==> config.mk <==
export PLATFORM = sky130hd
export DESIGN_NAME = ipbb_csr
export DESIGN_NICKNAME = d
export VERILOG_FILES = /design/src/sv/ipbb_pkg.sv /design/src/sv/ipbb_csr.sv
export SDC_FILE = /design/constraint.sdc
export NUM_CORES = 1
export LEC_CHECK = 0
export BUFFER_PORTS_ARGS = -buffer_cell sky130_fd_sc_hd__buf_4
export CORE_ASPECT_RATIO = 1.1
export CORE_MARGIN = 5
export CORE_UTILIZATION = 34
export CTS_CLUSTER_DIAMETER = 50
export DETAILED_ROUTE_END_ITERATION = 7
export HOLD_SLACK_MARGIN = 0.12
export PLACE_DENSITY_LB_ADDON = 0.05
export SLEW_MARGIN = 20
export SYNTH_ARGS = -nofsm -noshare
export SYNTH_HDL_FRONTEND = slang
export SYNTH_SLANG_ARGS = --single-unit
export TNS_END_PERCENT = 100
==> constraint.sdc <==
create_clock -name clock -period 1.2 [get_ports clock]
set_input_delay 0.06 -clock clock [delete_from_list [all_inputs] [get_ports clock]]
set_output_delay 0.06 -clock clock [all_outputs]
set_load 0.005 [all_outputs]
==> src/sv/ipbb_pkg.sv <==
package ipbb_pkg;

   // Field widths
   localparam int unsigned SPEED_W = 16;
   localparam int unsigned GAIN_W  = 16;
   localparam int unsigned INC_W   = 32;
   localparam int unsigned ERR_W   = SPEED_W + 1;   // target - actual
   localparam int unsigned D1_W    = ERR_W + 1;     // e - last
   localparam int unsigned D2_W    = ERR_W + 2;     // e - 2*last + prev
   localparam int unsigned CORR_W  = 9;             // bang-bang correction, signed
   localparam int unsigned FRAC_W  = 8;             // Q8.8 gains

   // CSR port
   localparam int unsigned CSR_ADDR_W = 4;
   localparam int unsigned CSR_DATA_W = 32;

   // Register indexes
   typedef enum logic [1:0] {
      CSR_PROP_GAIN  = 2'd0,
      CSR_INTEG_GAIN = 2'd1,
      CSR_DERIV_GAIN = 2'd2
   } csr_index_type;

   // Gain reset values (Q8.8)
   localparam logic [GAIN_W-1:0] PROP_GAIN_RESET  = 16'd1280;
   localparam logic [GAIN_W-1:0] INTEG_GAIN_RESET = 16'd102;
   localparam logic [GAIN_W-1:0] DERIV_GAIN_RESET = 16'd0;

   // Bang-bang bands and corrections
   localparam logic signed [ERR_W-1:0]  BAND_LOW   = -17'sd70;
   localparam logic signed [ERR_W-1:0]  BAND_MID   = -17'sd50;
   localparam logic signed [ERR_W-1:0]  BAND_HIGH  = -17'sd30;
   localparam logic signed [ERR_W-1:0]  BAND_BOOST = 17'sd50;
   localparam logic signed [CORR_W-1:0] CORR_LOW   = -9'sd80;
   localparam logic signed [CORR_W-1:0] CORR_MID   = -9'sd50;
   localparam logic signed [CORR_W-1:0] CORR_HIGH  = -9'sd20;
   localparam logic signed [CORR_W-1:0] CORR_REARM = 9'sd170;
   localparam logic signed [CORR_W-1:0] CORR_BOOST = 9'sd120;

   typedef struct packed {
      logic signed [SPEED_W-1:0] actual_speed;
      logic signed [SPEED_W-1:0] set_speed;
   } req_type;

   typedef struct packed {
      logic signed [INC_W-1:0] increment;
      logic                    bang_active;
   } rsp_type;

   typedef struct packed {
      logic [GAIN_W-1:0] prop_gain;
      logic [GAIN_W-1:0] integ_gain;
      logic [GAIN_W-1:0] deriv_gain;
   } gains_type;

endpackage

==> src/sv/ipbb_csr.sv <==
module ipbb_csr (
   input  logic                             clock,
   input  logic                             reset,
   input  logic                             csr_psel,
   input  logic                             csr_penable,
   input  logic                             csr_pwrite,
   input  logic [ipbb_pkg::CSR_ADDR_W-1:0]  csr_paddr,
   input  logic [ipbb_pkg::CSR_DATA_W-1:0]  csr_pwdata,
   output logic [ipbb_pkg::CSR_DATA_W-1:0]  csr_prdata,
   output logic                             csr_pready,
   output ipbb_pkg::gains_type              gains
);

   ipbb_pkg::gains_type    gains_ff;
   ipbb_pkg::csr_index_type index;
   logic                   wr_en;

   assign index      = ipbb_pkg::csr_index_type'(csr_paddr[ipbb_pkg::CSR_ADDR_W-1:2]);
   assign wr_en      = csr_psel && csr_penable && csr_pwrite;
   assign csr_pready = 1'b1;
   assign gains      = gains_ff;

   // Gain registers; writes to unused indexes fall through
   always_ff @(posedge clock) begin
      if (reset) begin
         gains_ff.prop_gain  <= ipbb_pkg::PROP_GAIN_RESET;
         gains_ff.integ_gain <= ipbb_pkg::INTEG_GAIN_RESET;
         gains_ff.deriv_gain <= ipbb_pkg::DERIV_GAIN_RESET;
      end else if (wr_en) begin
         unique case (index)
            ipbb_pkg::CSR_PROP_GAIN:  gains_ff.prop_gain  <= csr_pwdata[ipbb_pkg::GAIN_W-1:0];
            ipbb_pkg::CSR_INTEG_GAIN: gains_ff.integ_gain <= csr_pwdata[ipbb_pkg::GAIN_W-1:0];
            ipbb_pkg::CSR_DERIV_GAIN: gains_ff.deriv_gain <= csr_pwdata[ipbb_pkg::GAIN_W-1:0];
            default: ;
         endcase
      end
   end

   // Read mux
   always_comb begin
      csr_prdata = '0;
      unique case (index)
         ipbb_pkg::CSR_PROP_GAIN:
            csr_prdata = ipbb_pkg::CSR_DATA_W'(gains_ff.prop_gain);
         ipbb_pkg::CSR_INTEG_GAIN:
            csr_prdata = ipbb_pkg::CSR_DATA_W'(gains_ff.integ_gain);
         ipbb_pkg::CSR_DERIV_GAIN:
            csr_prdata = ipbb_pkg::CSR_DATA_W'(gains_ff.deriv_gain);
         default: csr_prdata = '0;
      endcase
   end

endmodule

==> results.toml <==
[clock_tree]
post-cts-setup-buffer-count = 0
clock-sinks = 48
clockBufferDepth = 2
cts_buffers = 5
cts_tree = "built"
worstSkewPairLatency_ns = 0.30
path_clk_slew_ns = 0.09
htree_levels = 2
clock-root-buffer = "clkbuf_8"

[setup_path]
worstSetupPathType = "register to output port"
critPathArrivalTime_ns = 1.06
slowest_stage = "dfxtp_1"
cp-end-kind = "output port"
startpoint_type = "register"
crit_required_ns = 1.14
worst-path-buf-inv = 1
cpPeakStageDelay_ns = 0.38
crit_chain = "mux2i_1 -> o21ai_0 -> buf_4"
crit_family = "flip-flops"
crit_fanout = 3
rrSetupSlack_ns = 0.55

[yosys]
synth_area_leaders = "dfxtp_1, mux2i_1, nand2b_1"
synth_cell_types = 17
yosys_warnings = 0
ys_ff_latch = 48
synth_area_per_cell_sq_um = 9.476
synthAdderAreaFrac_pct = 0
synth_xor_area_share_pct = 0
synth_mux_area_share_pct = 26.20
yosysTopAreaCellShare_pct = 39.30
seq_area_frac_synth_pct = 39.30
syn_area_sq_mm = 0.002445
synthSimpleGateAreaFrac_pct = 22.01
synth_compound_area_share_pct = 3.275
synth_top_family_by_area = "multiplexers"
synthCells = 258
yosys.area.top_type = "dfxtp_1"

[sta]
finalHoldViolCount = 0
skew_ns = 0
max_freq_mhz = 890.4
period_share_pct = 93.59
slew_violations = 0
setup_tns_ns = 0
timing.final.crit_period_ns = 1.123
rsz0062_at_grt = "false"
finalSetupViolCount = 0

[finish]
layout.cells.non_filler = 445
largest_reg_flops = 48
design_area_sq_mm = 0.003442
drive_above_1_share_pct = 31.67
antenna_cells = 0
fin_nets = 402
fin_util_pct = 49.13
area_growth_pct = 40.79

[die]
start_util_pct = 34.89
ioPinCount = 122
die_h_microns = 98.94
die_x_microns = 90.85
row_count = 32
dieArea_sq_mm = 0.008988
core_area_sq_mm = 0.007007

[global_route]
grt_pass1_wl_microns = 10050
antenna_found_initial = 0
grt_max_degree = 71
overflow = 0
track_usage_pct = 13.76
grt_pass1_vias = 2016

[routing]
dr.pass1.iters = 4
routedWlPerCell_microns = 14.24
totalWireLength_microns = 6339
first_iter_violations = 87
post-route-drc-count = 0
antenna_left = 0
viasPerCell = 4.584
num_vias = 2040

[pwr]
power.total_mw = 3.149
p_per_area_mw_per_mm2 = 914.8
ir_drop_uv = 597.1
leakagePower_nw = 1.638

[place]
gp_congestion = 0.7204
dp.cells = 423
dp_hpwl_microns = 4583
io_buffers = 86
placed_cell_area_sq_mm = 0.003179

[job]
max_cap_violations = 0

[worst_hold_path]
worstHoldPathType = "primary input to register"

[status]
status = "finished clean"
==> per-stage QoR <==
stage	setup WS, ns	hold WS [ns]
floorplan	0.2264	0.2272
global placement	0.08775	0.3321
detailed placement	0.08205	0.3314
CTS	0.01897	0.2514
global route	0.005146	0.2591
finish	0.07692	0.2491
==> power breakdown <==
part | internal [mW] | leakage [nW] | switching, mW
registers | 1.61 | 0.388 | 0.0168
clock network | 0.598 | 0.0501 | 0.508
logic | 0.229 | 1.20 | 0.183
==> synthesized netlist by cell type (all sizes together) <==
master / number
nor2: 12
o21ai: 16
nor3b: 1
dfxtp: 48
mux2i: 64
nand3: 1
nor3: 1
buf: 27
clkbuf: 8
nand2: 16
nand2b: 58
or3: 1
nor2b: 1
or3b: 1
conb: 2
nand4: 1
==> final timing paths <==
kind	from	endpoint	depth (start not counted)
worst max-delay path	gains[24]	csr_prdata[8]	3
worst min-delay path	csr_penable	gains[6]	4
worst max register to register	gains[32]	gains[32]	2
worst min register to register	gains[23]	gains[23]	2
==> worst reg2reg max path, cell delays in order, from the launching register on <==
cell and delay [ns]:
dfxtp_1 0.36, nand2b_1 0.07, mux2i_1 0.15
==> final cells by class <==
| class | instances | area, sq um |
|---|---|---|
| Timing Repair Buffer | 116 | 935.9 |
| Multi-Input combinational cell | 190 | 1336 |
| Tap cell | 85 | 106.4 |
| Fill cell | 681 | 3565 |
| Clock inverter | 1 | 30.03 |
| Clock buffer | 5 | 68.82 |
| Sequential cell | 48 | 964.7 |
==> cell families (layout without fill, tap and decap cells) <==
group,count (synthesis),after routing
compound gates,16,16
buf+inv,35,122
flops,48,48
mux,64,64
other cells,2,17
simple gates,93,93
==> repair_timing <==
item | 4_1_cts | 5_1_grt
endpoints found under the setup margin | 1 | 4
hold buffers | 16 | 0
hold endpoints to repair | 47 | 0
pin swaps | 0 | 0
gates resized for setup | 1 | 5
==> metal layers <==
metal	vias to the layer above	GRT usage, %	wire length [microns]
li1	1022	-	-
met1	951	16.35	2741
met2	59	24.09	3137
met3	8	3.206	358
met4	0	5.079	101
met5	-	0	0
==> layout by cell type, fill, tap and decap left out, drive strengths merged <==
cell type	instances
buf	100
nor3b	1
dlygate4sd3	16
nand3	1
clkbuf	5
nand2	16
nor3	1
mux2i	64
conb	17
nand2b	58
or3b	1
bufinv	1
or3	1
dfxtp	48
nor2b	1
nand4	1
nor2	12
o21ai	16
Power figures use the tool's default switching activity.
